$ cat src/assert_macros.svh
// assertion macros shared by the capture measurement modules
`ifndef ASSERT_MACROS_SVH
`define ASSERT_MACROS_SVH

// checked at every rising edge of clk, suspended while rst_n is low
`define PIMC_ASSERT(lbl, prop, msg) \
    lbl: assert property (@(posedge clk) disable iff (!rst_n) prop) \
        else $error(msg);

// checked at every rising edge of clk, also during reset
`define PIMC_ASSERT_ALWAYS(lbl, prop, msg) \
    lbl: assert property (@(posedge clk) prop) \
        else $error(msg);

`endif

$ cat src/pimc_pkg.sv
// shared constants, types and codes of the pwm capture measurement block
package pimc_pkg;

    localparam int CNT_W    = 16;
    localparam int SRC_W    = 28;
    localparam int PRE_W    = 16;
    localparam int FREQ_W   = 36;
    localparam int DUTY_W   = 15;
    localparam int FRAC_W   = 8;
    localparam int PROD_W   = CNT_W + DUTY_W;
    localparam int DIV_N    = FREQ_W;
    localparam int DIV_D    = PRE_W + 1;
    localparam int DIV_CW   = $clog2(DIV_N);
    localparam int ADDR_W   = 3;
    localparam int DATA_W   = 32;

    localparam logic [DUTY_W-1:0] DUTY_FULL     = DUTY_W'(25600);
    localparam logic [SRC_W-1:0]  SRC_CLK_RESET = SRC_W'(180000000);
    localparam logic [PRE_W-1:0]  PRESCALE_RESET = PRE_W'(179);

    // register index codes, taken from paddr[2]
    localparam logic REG_SRC_CLK  = 1'b0;
    localparam logic REG_PRESCALE = 1'b1;

    typedef enum logic [1:0] {
        PH_RISE = 2'd0,
        PH_FALL = 2'd1,
        PH_NEXT = 2'd2
    } phase_t;

    typedef enum logic [1:0] {
        DSEL_RATE = 2'd0,
        DSEL_FREQ = 2'd1,
        DSEL_DUTY = 2'd2
    } div_sel_t;

    typedef struct packed {
        logic     in_ready;
        logic     start_div;
        div_sel_t div_sel;
        logic     save_freq;
        logic     save_duty;
        logic     load_out;
    } pimc_cmd_t;

    typedef struct packed {
        logic meas;
        logic period_zero;
        logic high_zero;
        logic div_done;
        logic out_free;
    } pimc_status_t;

endpackage

$ cat src/pimc_if.sv
// word channels of the capture measurement block: edge times in, results out
interface pimc_in_if;
    logic                      valid;
    logic                      ready;
    logic [pimc_pkg::CNT_W-1:0] edge_time;

    modport source (output valid, output edge_time, input ready);
    modport sink (input valid, input edge_time, output ready);
endinterface

interface pimc_out_if;
    logic                        valid;
    logic                        ready;
    logic [pimc_pkg::CNT_W-1:0]  period_ticks;
    logic [pimc_pkg::CNT_W-1:0]  pulse_ticks;
    logic [pimc_pkg::FREQ_W-1:0] frequency_q8;
    logic [pimc_pkg::DUTY_W-1:0] duty_q8;

    modport source (output valid, output period_ticks, output pulse_ticks,
                    output frequency_q8, output duty_q8, input ready);
    modport sink (input valid, input period_ticks, input pulse_ticks,
                  input frequency_q8, input duty_q8, output ready);
endinterface

$ cat src/pimc_div.sv
// restoring unsigned divider, one quotient bit per cycle
`include "assert_macros.svh"

module pimc_div (
    input  logic                        clk,
    input  logic                        rst_n,
    input  logic                        start,
    input  logic [pimc_pkg::DIV_N-1:0]  dividend,
    input  logic [pimc_pkg::DIV_D-1:0]  divisor,
    output logic [pimc_pkg::DIV_N-1:0]  quotient,
    output logic                        done
);

    logic                        busy_reg, busy_next;
    logic                        done_reg, done_next;
    logic [pimc_pkg::DIV_CW-1:0] cnt_reg, cnt_next;
    logic [pimc_pkg::DIV_D-1:0]  rem_reg, rem_next;
    logic [pimc_pkg::DIV_D-1:0]  dsr_reg, dsr_next;
    logic [pimc_pkg::DIV_N-1:0]  quo_reg, quo_next;

    logic [pimc_pkg::DIV_D:0]    shifted;
    logic [pimc_pkg::DIV_D:0]    diff;
    logic                        ge;

    assign shifted = {rem_reg, quo_reg[pimc_pkg::DIV_N-1]};
    assign diff    = shifted - {1'b0, dsr_reg};
    assign ge      = shifted >= {1'b0, dsr_reg};

    always_comb
    begin
        busy_next = busy_reg;
        done_next = 1'b0;
        cnt_next  = cnt_reg;
        rem_next  = rem_reg;
        dsr_next  = dsr_reg;
        quo_next  = quo_reg;
        if (start)
        begin
            busy_next = 1'b1;
            cnt_next  = pimc_pkg::DIV_CW'(pimc_pkg::DIV_N - 1);
            rem_next  = '0;
            dsr_next  = divisor;
            quo_next  = dividend;
        end
        else if (busy_reg)
        begin
            rem_next = ge ? diff[pimc_pkg::DIV_D-1:0] : shifted[pimc_pkg::DIV_D-1:0];
            quo_next = {quo_reg[pimc_pkg::DIV_N-2:0], ge};
            cnt_next = cnt_reg - 1'b1;
            if (cnt_reg == '0)
            begin
                busy_next = 1'b0;
                done_next = 1'b1;
            end
        end
    end

    always_ff @(posedge clk or negedge rst_n)
    begin
        if (!rst_n)
        begin
            busy_reg <= 1'b0;
            done_reg <= 1'b0;
            cnt_reg  <= '0;
        end
        else
        begin
            busy_reg <= busy_next;
            done_reg <= done_next;
            cnt_reg  <= cnt_next;
        end
    end

    always_ff @(posedge clk)
    begin
        rem_reg <= rem_next;
        dsr_reg <= dsr_next;
        quo_reg <= quo_next;
    end

    assign quotient = quo_reg;
    assign done     = done_reg;

    `PIMC_ASSERT(a_no_restart_busy, start |-> !busy_reg, "divider started while busy")

endmodule

$ cat src/pimc_datapath.sv
// measurement state, product register, divider operand select and output register
`include "assert_macros.svh"

module pimc_datapath (
    input  logic                         clk,
    input  logic                         rst_n,
    input  logic [pimc_pkg::SRC_W-1:0]   src_clk_hz,
    input  logic [pimc_pkg::PRE_W-1:0]   prescale,
    input  pimc_pkg::pimc_cmd_t          cmd,
    output pimc_pkg::pimc_status_t       st,
    pimc_in_if.sink                      in_ch,
    pimc_out_if.source                   out_ch
);

    pimc_pkg::phase_t                phase_reg;
    logic [pimc_pkg::CNT_W-1:0]      rise_reg;
    logic [pimc_pkg::CNT_W-1:0]      high_reg;
    logic [pimc_pkg::CNT_W-1:0]      period_reg;
    logic [pimc_pkg::PROD_W-1:0]     prod_reg;
    logic [pimc_pkg::FREQ_W-1:0]     held_freq_reg;
    logic [pimc_pkg::DUTY_W-1:0]     held_duty_reg;
    logic                            out_valid_reg;
    logic [pimc_pkg::CNT_W-1:0]      out_period_reg;
    logic [pimc_pkg::CNT_W-1:0]      out_pulse_reg;
    logic [pimc_pkg::FREQ_W-1:0]     out_freq_reg;
    logic [pimc_pkg::DUTY_W-1:0]     out_duty_reg;

    logic                            fire;
    logic                            edge_nz;
    logic [pimc_pkg::CNT_W-1:0]      diff;
    logic [pimc_pkg::DIV_N-1:0]      div_dividend;
    logic [pimc_pkg::DIV_D-1:0]      div_divisor;
    logic [pimc_pkg::DIV_N-1:0]      div_quo;
    logic                            div_done;
    logic [pimc_pkg::DUTY_W-1:0]     duty_sat;

    assign in_ch.ready = cmd.in_ready;
    assign fire        = in_ch.valid && cmd.in_ready;
    assign edge_nz     = in_ch.edge_time != '0;
    // wraps modulo the counter range
    assign diff        = in_ch.edge_time - rise_reg;

    always_comb
    begin
        case (cmd.div_sel)
            pimc_pkg::DSEL_RATE:
            begin
                div_dividend = pimc_pkg::DIV_N'(src_clk_hz);
                div_divisor  = {1'b0, prescale} + pimc_pkg::DIV_D'(1);
            end
            pimc_pkg::DSEL_FREQ:
            begin
                // tick rate left in the divider, scaled to q8
                div_dividend = {div_quo[pimc_pkg::DIV_N-pimc_pkg::FRAC_W-1:0],
                                {pimc_pkg::FRAC_W{1'b0}}};
                div_divisor  = pimc_pkg::DIV_D'(period_reg);
            end
            pimc_pkg::DSEL_DUTY:
            begin
                div_dividend = pimc_pkg::DIV_N'(prod_reg);
                div_divisor  = pimc_pkg::DIV_D'(period_reg);
            end
            default:
            begin
                div_dividend = '0;
                div_divisor  = pimc_pkg::DIV_D'(1);
            end
        endcase
    end

    pimc_div u_div (
        .clk      (clk),
        .rst_n    (rst_n),
        .start    (cmd.start_div),
        .dividend (div_dividend),
        .divisor  (div_divisor),
        .quotient (div_quo),
        .done     (div_done)
    );

    assign duty_sat = (div_quo > pimc_pkg::DIV_N'(pimc_pkg::DUTY_FULL))
                      ? pimc_pkg::DUTY_FULL : div_quo[pimc_pkg::DUTY_W-1:0];

    always_comb
    begin
        st.meas        = in_ch.valid && edge_nz && (phase_reg == pimc_pkg::PH_NEXT);
        st.period_zero = diff == '0;
        st.high_zero   = high_reg == '0;
        st.div_done    = div_done;
        st.out_free    = !out_valid_reg || out_ch.ready;
    end

    always_ff @(posedge clk or negedge rst_n)
    begin
        if (!rst_n)
        begin
            phase_reg     <= pimc_pkg::PH_RISE;
            rise_reg      <= '0;
            high_reg      <= '0;
            held_freq_reg <= '0;
            held_duty_reg <= '0;
            out_valid_reg <= 1'b0;
        end
        else
        begin
            if (fire && edge_nz)
            begin
                case (phase_reg)
                    pimc_pkg::PH_FALL:
                    begin
                        high_reg  <= diff;
                        phase_reg <= pimc_pkg::PH_NEXT;
                    end
                    default:
                    begin
                        // a period-ending rise is also the next first rise
                        rise_reg  <= in_ch.edge_time;
                        phase_reg <= pimc_pkg::PH_FALL;
                    end
                endcase
            end
            if (cmd.save_freq)
                held_freq_reg <= div_quo;
            if (cmd.save_duty)
                held_duty_reg <= duty_sat;
            if (cmd.load_out)
                out_valid_reg <= 1'b1;
            else if (out_ch.ready)
                out_valid_reg <= 1'b0;
        end
    end

    always_ff @(posedge clk)
    begin
        if (fire && edge_nz && (phase_reg == pimc_pkg::PH_NEXT))
        begin
            period_reg <= diff;
            prod_reg   <= pimc_pkg::PROD_W'(high_reg) * pimc_pkg::PROD_W'(pimc_pkg::DUTY_FULL);
        end
        if (cmd.load_out)
        begin
            out_period_reg <= period_reg;
            out_pulse_reg  <= high_reg;
            out_freq_reg   <= held_freq_reg;
            out_duty_reg   <= held_duty_reg;
        end
    end

    assign out_ch.valid        = out_valid_reg;
    assign out_ch.period_ticks = out_period_reg;
    assign out_ch.pulse_ticks  = out_pulse_reg;
    assign out_ch.frequency_q8 = out_freq_reg;
    assign out_ch.duty_q8      = out_duty_reg;

    `PIMC_ASSERT(a_load_slot_free, cmd.load_out |-> (!out_valid_reg || out_ch.ready), "result overwritten before taken")
    `PIMC_ASSERT_ALWAYS(a_duty_bound, held_duty_reg <= pimc_pkg::DUTY_FULL, "held duty above full scale")

endmodule

$ cat src/pimc_ctrl.sv
// sequencer: accepts edges, runs up to three divisions, hands the result out
`include "assert_macros.svh"

module pimc_ctrl (
    input  logic                    clk,
    input  logic                    rst_n,
    input  pimc_pkg::pimc_status_t  st,
    output pimc_pkg::pimc_cmd_t     cmd
);

    typedef enum logic [4:0] {
        S_IDLE = 5'b00001,
        S_RATE = 5'b00010,
        S_FREQ = 5'b00100,
        S_DUTY = 5'b01000,
        S_EMIT = 5'b10000
    } state_t;

    state_t state_reg, state_next;

    always_comb
    begin
        state_next = state_reg;
        cmd        = '0;
        cmd.div_sel = pimc_pkg::DSEL_RATE;
        case (state_reg)
            S_IDLE:
            begin
                cmd.in_ready = 1'b1;
                if (st.meas)
                begin
                    // zero period keeps the held frequency and duty
                    if (st.period_zero)
                        state_next = S_EMIT;
                    else
                    begin
                        cmd.start_div = 1'b1;
                        state_next    = S_RATE;
                    end
                end
            end
            S_RATE:
            begin
                if (st.div_done)
                begin
                    cmd.start_div = 1'b1;
                    cmd.div_sel   = pimc_pkg::DSEL_FREQ;
                    state_next    = S_FREQ;
                end
            end
            S_FREQ:
            begin
                if (st.div_done)
                begin
                    cmd.save_freq = 1'b1;
                    if (st.high_zero)
                        state_next = S_EMIT;
                    else
                    begin
                        cmd.start_div = 1'b1;
                        cmd.div_sel   = pimc_pkg::DSEL_DUTY;
                        state_next    = S_DUTY;
                    end
                end
            end
            S_DUTY:
            begin
                if (st.div_done)
                begin
                    cmd.save_duty = 1'b1;
                    state_next    = S_EMIT;
                end
            end
            S_EMIT:
            begin
                if (st.out_free)
                begin
                    cmd.load_out = 1'b1;
                    state_next   = S_IDLE;
                end
            end
            default:
            begin
                state_next = S_IDLE;
            end
        endcase
    end

    always_ff @(posedge clk or negedge rst_n)
    begin
        if (!rst_n)
            state_reg <= S_IDLE;
        else
            state_reg <= state_next;
    end

    `PIMC_ASSERT(a_busy_after_meas, (state_reg == S_IDLE && st.meas) |=> !cmd.in_ready, "edge taken during a measurement")

endmodule

$ cat src/pwm_input_capture_measure_top.sv
// PWM input capture measurement block: edge timestamps in, period, pulse, frequency and
// duty out. Edges that do not end a period (first rise, fall, zero stamps) are taken while
// the sequencer is idle. A rise that ends a period blocks the input while one shared
// restoring divider produces one quotient bit per cycle: tick rate, then frequency, then
// duty (no duty pass with a zero pulse, none at all with a zero period), and also until the
// previous result has been taken. Registers: source clock in Hz at address 0, prescaler
// minus one at address 4.
module pwm_input_capture_measure_top (
    input  logic                          clk,
    input  logic                          rst_n,
    input  logic                          psel,
    input  logic                          penable,
    input  logic                          pwrite,
    input  logic [pimc_pkg::ADDR_W-1:0]   paddr,
    input  logic [pimc_pkg::DATA_W-1:0]   pwdata,
    output logic [pimc_pkg::DATA_W-1:0]   prdata,
    output logic                          pready,
    pimc_in_if.sink                       in_ch,
    pimc_out_if.source                    out_ch
);

    logic [pimc_pkg::SRC_W-1:0] src_clk_reg;
    logic [pimc_pkg::PRE_W-1:0] prescale_reg;
    logic                       wr_en;
    logic                       reg_sel;

    pimc_pkg::pimc_cmd_t        cmd;
    pimc_pkg::pimc_status_t     st;

    assign pready  = 1'b1;
    assign wr_en   = psel && penable && pwrite;
    assign reg_sel = paddr[2];

    always_ff @(posedge clk or negedge rst_n)
    begin
        if (!rst_n)
        begin
            src_clk_reg  <= pimc_pkg::SRC_CLK_RESET;
            prescale_reg <= pimc_pkg::PRESCALE_RESET;
        end
        else if (wr_en)
        begin
            case (reg_sel)
                pimc_pkg::REG_SRC_CLK:  src_clk_reg  <= pwdata[pimc_pkg::SRC_W-1:0];
                pimc_pkg::REG_PRESCALE: prescale_reg <= pwdata[pimc_pkg::PRE_W-1:0];
                default:                src_clk_reg  <= src_clk_reg;
            endcase
        end
    end

    always_comb
    begin
        case (reg_sel)
            pimc_pkg::REG_SRC_CLK:  prdata = pimc_pkg::DATA_W'(src_clk_reg);
            pimc_pkg::REG_PRESCALE: prdata = pimc_pkg::DATA_W'(prescale_reg);
            default:                prdata = '0;
        endcase
    end

    pimc_ctrl u_ctrl (
        .clk   (clk),
        .rst_n (rst_n),
        .st    (st),
        .cmd   (cmd)
    );

    pimc_datapath u_datapath (
        .clk        (clk),
        .rst_n      (rst_n),
        .src_clk_hz (src_clk_reg),
        .prescale   (prescale_reg),
        .cmd        (cmd),
        .st         (st),
        .in_ch      (in_ch),
        .out_ch     (out_ch)
    );

endmodule

$ cat src/flat_wrapper.sv
// flat-port wrapper written by rule: the top's interface ports become plain ports
module pwm_input_capture_measure_top_flat 
  (clk, rst_n, psel, penable, pwrite, paddr, pwdata, prdata, pready, in_ch_valid, in_ch_edge_time, in_ch_ready, out_ch_valid, out_ch_period_ticks, out_ch_pulse_ticks, out_ch_frequency_q8, out_ch_duty_q8, out_ch_ready);
  pimc_in_if in_ch_i ();
  pimc_out_if out_ch_i ();
  input  logic clk;
  input  logic rst_n;
  input  logic psel;
  input  logic penable;
  input  logic pwrite;
  input  logic [pimc_pkg::ADDR_W-1:0] paddr;
  input  logic [pimc_pkg::DATA_W-1:0] pwdata;
  output logic [pimc_pkg::DATA_W-1:0] prdata;
  output logic pready;
  input wire logic [$bits(in_ch_i.valid)-1:0] in_ch_valid;
  input wire logic [$bits(in_ch_i.edge_time)-1:0] in_ch_edge_time;
  output wire logic [$bits(in_ch_i.ready)-1:0] in_ch_ready;
  output wire logic [$bits(out_ch_i.valid)-1:0] out_ch_valid;
  output wire logic [$bits(out_ch_i.period_ticks)-1:0] out_ch_period_ticks;
  output wire logic [$bits(out_ch_i.pulse_ticks)-1:0] out_ch_pulse_ticks;
  output wire logic [$bits(out_ch_i.frequency_q8)-1:0] out_ch_frequency_q8;
  output wire logic [$bits(out_ch_i.duty_q8)-1:0] out_ch_duty_q8;
  input wire logic [$bits(out_ch_i.ready)-1:0] out_ch_ready;
  assign in_ch_i.valid = in_ch_valid;
  assign in_ch_i.edge_time = in_ch_edge_time;
  assign in_ch_ready = in_ch_i.ready;
  assign out_ch_valid = out_ch_i.valid;
  assign out_ch_period_ticks = out_ch_i.period_ticks;
  assign out_ch_pulse_ticks = out_ch_i.pulse_ticks;
  assign out_ch_frequency_q8 = out_ch_i.frequency_q8;
  assign out_ch_duty_q8 = out_ch_i.duty_q8;
  assign out_ch_i.ready = out_ch_ready;
  pwm_input_capture_measure_top u_core (.clk(clk), .rst_n(rst_n), .psel(psel), .penable(penable), .pwrite(pwrite), .paddr(paddr), .pwdata(pwdata), .prdata(prdata), .pready(pready), .in_ch(in_ch_i), .out_ch(out_ch_i));
endmodule
$ cat config.mk
export PLATFORM = sky130hd
export DESIGN_NAME = pwm_input_capture_measure_top_flat
export DESIGN_NICKNAME = d
export VERILOG_FILES = /design/src/pimc_pkg.sv /design/src/pimc_if.sv /design/src/pimc_div.sv /design/src/pimc_datapath.sv /design/src/pimc_ctrl.sv /design/src/pwm_input_capture_measure_top.sv /design/src/flat_wrapper.sv
export VERILOG_INCLUDE_DIRS = /design/src /design/src/src
export SDC_FILE = /design/constraint.sdc
export NUM_CORES = 1
export LEC_CHECK = 0
export BUFFER_PORTS_ARGS = -buffer_cell sky130_fd_sc_hd__buf_2
export CAP_MARGIN = 30
export CORE_MARGIN = 5
export CORE_UTILIZATION = 35
export CTS_CLUSTER_SIZE = 28
export DETAILED_ROUTE_END_ITERATION = 12
export PLACE_DENSITY = 0.54
export SYNTH_ARGS = -nofsm -noshare
export SYNTH_HDL_FRONTEND = slang
export SYNTH_HIERARCHICAL = 1
export SYNTH_SLANG_ARGS = --single-unit
$ cat constraint.sdc
create_clock -name clk -period 5.7 [get_ports clk]
set_input_delay 1.14 -clock clk [delete_from_list [all_inputs] [get_ports clk]]
set_output_delay 1.14 -clock clk [all_outputs]
set_load 0.02 [all_outputs]
==> results of run 1 <==
[final cells by class]
class | count | area (um2)
flip-flops and latches | 333 | 9135
well taps | 615 | 769.5
repair buffers | 183 | 982.2
fillers | 4553 | 28090
multi-input cells | 860 | 7018
diodes | 2 | 5.005
clock buffers | 48 | 1030
inverters | 128 | 480.5
clock inverters | 21 | 237.7
[synthesized netlist by cell type (all sizes together) (11+ instances only)]
cell	number	area [um2]
edfxtp	173	5195
mux2	157	1843
inv	127	476.7
dfrtp	126	3153
ha	100	1251
nor2	92	355.3
nand2	64	240.2
o21ai	53	269.0
a21oi	37	192.7
xnor2	33	289.0
clkbuf	30	112.6
buf	27	192.7
a22oi	20	150.1
xor2	20	175.2
nor2b	19	126.4
a222oi	18	180.2
nand3	18	90.09
and2	17	106.4
dfstp	17	446.7
dfxtp	17	340.3
nor3	16	80.08
nor4	15	100.1
nand2b	14	87.58
fa	13	260.3
and3	12	80.08
a211oi	11	82.58
nand4	11	75.07
[worst max path at each step]
stage / startpoint / endpoint / slack, ps / depth (start not counted)
floorplan: in_ch_edge_time[0] / u_core/u_datapath/u_div/quotient[0] / 130 / 17
global placement: in_ch_edge_time[0] / u_core/u_datapath/u_div/done / 390 / 17
detailed placement: in_ch_edge_time[0] / u_core/u_datapath/u_div/done / 260 / 17
CTS: in_ch_edge_time[0] / u_core/u_datapath/u_div/done / 850 / 17
global route: in_ch_edge_time[0] / u_core/u_datapath/u_div/done / 690 / 17
finish: in_ch_edge_time[0] / u_core/u_datapath/u_div/done / 820 / 17
[report_power, final]
part           switching (mW)  leakage [nW]  internal, mW
registers               0.610          3.68          3.39
logic                    2.83          4.50          2.32
clock network           0.974         0.622          1.51
[layer usage]
| metal | routed length, um | part of all wire | GRT usage |
|---|---|---|---|
| met4 | 1066 | 0.025 | 0.05137 |
| met3 | 2134 | 0.051 | 0.02973 |
| met2 | 19110 | 0.45 | 0.2449 |
| met1 | 19900 | 0.47 | 0.2280 |
| met5 | 7 | 0.00017 | 0 |
[metrics by stage]
stage	cell area [um2]	hold WS [ps]	utilization	power, mW
after floorplan	16930	421.0	-	7.759
after CTS	19650	442.3	0.4116	11.78
after global placement	18390	425.1	0.3851	9.124
final	19660	441.8	0.4117	11.63
after detailed placement	18390	428.4	0.3851	9.201
after global routing	19660	454.5	0.4117	12.65
[cells by family after synthesis]
kind of cell	count (synthesis)	share of synthesized area
mux	164	0.1131
buf+inv	185	0.04646
xor+xnor	53	0.02745
fa+ha+maj	113	0.08936
simple gates	310	0.09462
compound gates	215	0.08848
other cells	2	0.0004440
flops	333	0.5401
==> flow_summary.ini, run 1 <==
[yosys]
syn_area_mm2 = 0.01691
synth_edf_count = 173
synth_ff_type = edfxtp_1
syn-instance-count = 1375
ys_ff_latch = 333
ys_warn_count = 6
syn_area_per_cell_um2 = 12.30
async_flop_share = 0.4294
synth_cell_type_count = 87
synth-seq-area-share = 0.5401

[layout]
area_growth_pct = 16.22
num-nets-final = 1715
final_cell_mix = edfxtp_1 (173), buf_2 (163), mux2_2 (137)
layout.cells.non_filler = 2190
layout_commonest_cell = edfxtp_1
drive_gt1_frac = 0.2784

[worst_setup_path]
cp_max_fo = 10
r2r_end = u_core/u_datapath/u_div/done
slowest_stage = or4b_2
required_ps = 6180
worst_r2r_path_depth = 15
path_class = in -> reg
r2r_start = u_core/u_datapath/rise_reg[0]
worstPathCellList = buf_2 -> inv_1 -> ha_1 -> fa_1 -> nor2b_4 -> o31a_1 -> o21a_1 -> nor2_2 -> xnor2_1 -> or4_4 -> nor4b_2 -> and4b_1 -> nor2b_1 -> a211o_2 -> or4b_2 -> nor3_1 -> and2_1
max_stage_delay_ps = 660
cp-end-kind = flop
path_delay_family = simple AND/OR/NAND/NOR gates
crit_path_start_kind = primary input
crit_arrival_ps = 5350
path_buf_inv = 2
rrSetupSlack_ps = 1210

[placement]
dp_slack_ps = 264.2
gp_congestion = 0.8649
placed_cells = 2119
io_buffers = 164
dpl.hpwl_um = 30750

[sta]
worst_slack_ps = 823.4
setup_tns_ps = 0
period_needed_ps = 4877
period_share = 0.8555
finalHoldViolCount = 0
skew_ps = 16.58
fmax_mhz = 205.1
rsz0062_at_grt = no
max_slew_margin = 0.3881
worst_slew_pin_slew_ps = 917.8
finalSetupViolCount = 0
maxSlewViolCount = 0

[grt]
grt_pass1_wl_um = 67090
grt_pass1_vias = 11480
antenna_found_initial = 6
grt_usage = 0.1591
grt_remaining_overflow = 0
grt_max_degree = 62

[floorplanning]
die_area_mm2 = 0.05282
die_x_um = 229.8
start_util = 0.3542
ios = 176
die_y_um = 229.8
row_count = 80
core_area_mm2 = 0.04775

[min_path]
hp-start = u_core/u_datapath/held_freq_reg[16]
hold_depth = 0
min_path_type = reg -> reg
min_to = u_core/u_datapath/out_ch.frequency_q8[16]

[clock_tree]
hold_buffers = 0
cts_tree = yes
root_buffer = clkbuf_16
numCtsBuffers = 38
post_cts_buffers = 0
ctsResizeCount = 0
clk_path_buf_depth = 3
clk_pin_slew_ps = 60
cts_max_level = 2
cts_sinks = 333
clk-insertion-delay-late_ps = 550

[pwr]
leakagePower_nw = 8.804
power.density_mw_per_mm2 = 591.6
irDropWorstVdd_v = 0.0003629

[routing]
vias = 11270
first_pass_iters = 5
wire_per_inst_um = 19.28
drt_wl_total_um = 42210
first_iter_violations = 900
ant_nets = 0
drc = 0
viasPerCell = 5.146

[status]
outcome = completed

[run]
max_cap_violations = 0
No activity file was read; power rests on OpenSTA's default activity.
==> run 2: changes to the inputs <==
--- a/config.mk
+++ b/config.mk
@@ -10,6 +10,7 @@
 export CAP_MARGIN = 30
 export CORE_MARGIN = 5
 export CORE_UTILIZATION = 35
+export CTS_BUF_LIST = sky130_fd_sc_hd__clkbuf_8 sky130_fd_sc_hd__clkbuf_16
 export CTS_CLUSTER_SIZE = 28
 export DETAILED_ROUTE_END_ITERATION = 12
 export PLACE_DENSITY = 0.54
==> run 2 against run 1 <==
- clock skew decreased by 0.54 ps
- sequential power about the same
- clock-buffer cell count decreased by 7
- global-route usage unchanged
- fmax about the same
- setup slack improved by 3.3 ps
- critical path depth unchanged
- clock power about the same
- flip-flop and latch count unchanged
- sequential share of layout area unchanged
- design area unchanged
- final cell count unchanged
- critical endpoint unchanged
- highest routed layer unchanged
==> flow_summary.ini, run 2 (synthesized netlist as in run 1, its figures left out) <==
[status]
outcome = completed

[routing]
vias = 11240
ant_nets = 0
first_iter_violations = 877
wire_per_inst_um = 19.27
drc = 0
first_pass_iters = 6
drt_wl_total_um = 42200
viasPerCell = 5.133

[sta]
worst_slew_pin_slew_ps = 922.1
finalSetupViolCount = 0
rsz0062_at_grt = no
skew_ps = 16.04
fmax_mhz = 205.2
finalHoldViolCount = 0
maxSlewViolCount = 0
setup_tns_ps = 0
max_slew_margin = 0.3853
period_share = 0.8550
period_needed_ps = 4873

[min_path]
min_path_type = reg -> reg

[pwr]
power.density_mw_per_mm2 = 590.9
pwr-share-seq = 0.345
clkPwrFrac = 0.213
combPwrFrac = 0.443
irDropWorstVdd_v = 0.0003632
swShare = 0.3797
leakagePower_nw = 8.833
power_switching_mw = 4.411
internal_power_mw = 7.205

[worst_setup_path]
path_buf_inv = 2
required_ps = 6170
max_stage_delay_ps = 660
crit_path_start_kind = primary input
worstPathCellList = buf_2 -> inv_1 -> ha_1 -> fa_1 -> nor2b_4 -> o31a_1 -> o21a_1 -> nor2_2 -> xnor2_1 -> or4_4 -> nor4b_2 -> and4b_1 -> nor2b_1 -> a211o_2 -> or4b_2 -> nor3_1 -> and2_1
cp_max_fo = 10
path_delay_family = simple AND/OR/NAND/NOR gates
slowest_stage = or4b_2
crit_arrival_ps = 5350
path_class = in -> reg
cp-end-kind = flop

[clock_tree]
cts_max_level = 2
cts_tree = yes
clk_path_buf_depth = 3
post_cts_buffers = 0
numCtsBuffers = 38
root_buffer = clkbuf_16
hold_buffers = 0
cts_sinks = 333
clk_pin_slew_ps = 60
ctsResizeCount = 0
clk-insertion-delay-late_ps = 540

[placement]
postPlaceCellArea_mm2 = 0.01839
io_buffers = 164
gp_congestion = 0.8649
placed_cells = 2119
dpl.hpwl_um = 30750

[floorplanning]
die_area_mm2 = 0.05282
row_count = 80
start_util = 0.3542
ios = 176
die_x_um = 229.8
die_y_um = 229.8
core_area_mm2 = 0.04775

[layout]
area_growth_pct = 16.22
postLayoutCellArea_mm2 = 0.01966
layout.cells.non_filler = 2190
final_cell_mix = edfxtp_1 (173), buf_2 (163), mux2_2 (137)
layout_commonest_cell = edfxtp_1
num-nets-final = 1715
drive_gt1_frac = 0.2784

[run]
max_cap_violations = 0

[grt]
grt_pass1_wl_um = 67090
grt_remaining_overflow = 0
grt_usage = 0.1591
grt_max_degree = 62
antenna_found_initial = 6
grt_pass1_vias = 11480
run 2: changes by cell type in the layout (fill, tap and decap cells not counted), sizes merged:
cell and delta:
clkbuf -7, inv +7
run 2: power groups by stage:
stage / clock network [mW] / logic (mW) / registers [mW]
finish: 2.47 / 5.14 / 4.00
global route: 2.65 / 5.91 / 4.07
CTS: 2.56 / 5.20 / 4.01
detailed placement: 0 / 5.16 / 4.04
global placement: 0 / 5.09 / 4.04
floorplan: 0 / 4.04 / 3.72
run 2: path summary, 6_finish.rpt:
kind	startpoint	to	slack (ps)	depth (start not counted)
max	in_ch_edge_time[0]	u_core/u_datapath/u_div/done	830	17
min	u_core/u_datapath/held_freq_reg[16]	u_core/u_datapath/out_ch.frequency_q8[16]	440	0
max reg2reg	u_core/u_datapath/rise_reg[0]	u_core/u_datapath/u_div/done	1210	15
min reg2reg	u_core/u_datapath/held_freq_reg[16]	u_core/u_datapath/out_ch.frequency_q8[16]	440	0
max in group asynchronous	rst_n	u_core/src_clk_reg[6]	4090	2
min in group asynchronous	rst_n	u_core/src_clk_reg[26]	480	1
run 2: layout make-up:
| class | instances | area [um2] |
|---|---|---|
| Sequential cell | 333 | 9135 |
| Fill cell | 4553 | 28090 |
| Antenna cell | 2 | 5.005 |
| Clock buffer | 41 | 1003 |
| Multi-Input combinational cell | 860 | 7018 |
| Tap cell | 615 | 769.5 |
| Inverter | 128 | 480.5 |
| Timing Repair Buffer | 183 | 982.2 |
| Clock inverter | 28 | 264.0 |
run 2: stage by stage:
stage / power (mW) / setup WS, ps / utilization / hold WS [ps]
3_5_place_dp: 9.201 / 264.2 / 0.3851 / 428.4
3_3_place_gp: 9.124 / 388.3 / 0.3851 / 425.1
4_1_cts: 11.76 / 845.7 / 0.4116 / 442.3
5_1_grt: 12.64 / 687.5 / 0.4117 / 454.5
6_report: 11.62 / 826.7 / 0.4117 / 441.8
2_1_floorplan: 7.759 / 127.4 / - / 421.0
run 2: layer usage:
layer | routed length, um | vias to the layer above | track usage
li1 | - | 5302 | -
met1 | 19860 | 5590 | 0.2280
met2 | 19060 | 287 | 0.2449
met4 | 1075 | 2 | 0.05137
met5 | 7 | - | 0
met3 | 2190 | 61 | 0.02973
==> run 3: changes to the inputs <==
--- a/config.mk
+++ b/config.mk
@@ -6,14 +6,14 @@
 export SDC_FILE = /design/constraint.sdc
 export NUM_CORES = 1
 export LEC_CHECK = 0
-export BUFFER_PORTS_ARGS = -buffer_cell sky130_fd_sc_hd__buf_2
 export CAP_MARGIN = 30
 export CORE_MARGIN = 5
 export CORE_UTILIZATION = 35
 export CTS_BUF_LIST = sky130_fd_sc_hd__clkbuf_8 sky130_fd_sc_hd__clkbuf_16
 export CTS_CLUSTER_SIZE = 28
 export DETAILED_ROUTE_END_ITERATION = 12
-export PLACE_DENSITY = 0.54
+export DONT_BUFFER_PORTS = 1
+export PLACE_DENSITY = 0.51
 export SYNTH_ARGS = -nofsm -noshare
 export SYNTH_HDL_FRONTEND = slang
 export SYNTH_HIERARCHICAL = 1
==> run 3 against run 2 <==
- global-route usage decreased by 0.30 points
- register-to-register slack improved by 20 ps
- via count down 6.7%
- design area down 4.3%
- die area unchanged
- clock skew increased by 1.5 ps
- highest routed layer unchanged
- sequential share of layout area rose by 2.1 points
- total power decreased by 1.5%
==> flow_summary.ini, run 3 (synthesized netlist as in run 1, its figures left out) <==
[grt]
grt_usage = 0.1561
grt_max_degree = 144
grt_remaining_overflow = 0
grt_pass1_wl_um = 64950
grt_pass1_vias = 10830
antenna_found_initial = 1

[floorplanning]
die_x_um = 229.8
ios = 176
start_util = 0.3542
die_area_mm2 = 0.05282
core_area_mm2 = 0.04775
row_count = 80
die_y_um = 229.8

[sta]
rsz0062_at_grt = no
worst_slew_pin_slew_ps = 936.0
setup_tns_ps = 0
max_slew_margin = 0.3760
worst_slack_ps = 954.9
maxSlewViolCount = 0
period_share = 0.8325
finalHoldViolCount = 0
skew_ps = 17.53
fmax_mhz = 210.7
finalSetupViolCount = 0
period_needed_ps = 4745

[routing]
viasPerCell = 5.166
drt_wl_total_um = 41750
drc = 0
first_pass_iters = 5
ant_nets = 0
first_iter_violations = 830
vias = 10490
wire_per_inst_um = 20.57

[placement]
dp_slack_ps = 464.4
postPlaceCellArea_mm2 = 0.01758
io_buffers = 0
gp_congestion = 0.8616
dpl.hpwl_um = 30040

[layout]
final_cell_mix = edfxtp_1 (173), mux2_2 (137), inv_1 (135)
num-fill-cells = 4559
multi_input_area_mm2 = 0.007018
layout_commonest_cell = edfxtp_1
area_growth_pct = 11.17
antenna_cells = 0
postLayoutCellArea_mm2 = 0.01880
utilization = 0.3938
num-nets-final = 1555
drive_gt1_frac = 0.1972
register_area_mm2 = 0.009135

[pwr]
leakagePower_nw = 8.085
pwr-share-seq = 0.350
internal_power_mw = 7.087
p_total_mw = 11.44
irDropWorstVdd_v = 0.0002914
clkPwrFrac = 0.206
power.density_mw_per_mm2 = 608.4
swShare = 0.3805
power_switching_mw = 4.352
combPwrFrac = 0.443

[clock_tree]
numCtsBuffers = 39
ctsResizeCount = 0
cts_max_level = 2
clk-insertion-delay-late_ps = 550
cts_tree = yes
clk_path_buf_depth = 3
clk_pin_slew_ps = 60
root_buffer = clkbuf_16
post_cts_buffers = 0
cts_sinks = 333
hold_buffers = 0

[worst_setup_path]
path_class = in -> reg
cp-end-kind = flop
cp_max_fo = 11
crit_arrival_ps = 5230
crit_path_start_kind = primary input
cp-endpoint = u_core/u_datapath/u_div/done
r2r_end = u_core/u_datapath/u_div/done
crit_start = in_ch_edge_time[0]
worst_r2r_path_depth = 15
r2r_start = u_core/u_datapath/rise_reg[0]
required_ps = 6180
rrSetupSlack_ps = 1230

[status]
outcome = completed

[min_path]
min_path_type = in -> async

[run]
max_cap_violations = 0
==> run 3: how the worst min path moves through the flow <==
stage	to	slack, ps
final	u_core/src_clk_reg[18]	310
after global routing	u_core/src_clk_reg[18]	280
after CTS	u_core/u_datapath/held_freq_reg[11]	280
after detailed placement	u_core/u_datapath/out_ch.frequency_q8[18]	430
after global placement	u_core/u_datapath/out_ch.frequency_q8[15]	430
after floorplan	u_core/u_datapath/out_ch.frequency_q8[0]	420
==> run 3: power groups by stage <==
stage | clock network (mW) | logic (mW) | registers [mW]
floorplan | 0 | 4.04 | 3.72
global placement | 0 | 5.04 | 4.06
detailed placement | 0 | 5.09 | 4.06
CTS | 2.45 | 5.14 | 4.02
global route | 2.55 | 5.82 | 4.08
finish | 2.36 | 5.07 | 4.01
==> run 3: worst max-delay path: stages <==
cell	delay (ps)
inv_1	40
ha_1	220
fa_1	440
nor2b_4	140
o31a_1	210
o21a_1	150
nor2_2	40
xnor2_1	160
or4_4	530
nor4b_2	250
and4b_1	250
nor2b_1	80
a211o_2	470
or4b_2	680
nor3_1	260
and2_1	180
==> run 3: metrics by stage <==
stage	cells	hold WS [ps]
after floorplan	1378	421.0
after global placement	1958	429.8
after detailed placement	1958	427.5
after CTS	2030	280.1
after global routing	2030	275.5
final	2030	313.8
==> run 3: cell type report <==
type                       count  area share
clock buffer                  45     0.05630
sequential                   333      0.4858
multi-input combinational    860      0.3732
inverter                     128     0.02555
timing repair buffer          22    0.009449
tap                          615     0.04092
clock inverter                27    0.008717
==> run 3: routing by layer <==
metal	up-vias	part of all wire	global-route usage
met5	-	0.00046	0
met1	5176	0.46	0.2159
met2	272	0.45	0.2447
met4	2	0.023	0.04390
li1	4977	-	-
met3	60	0.061	0.03997
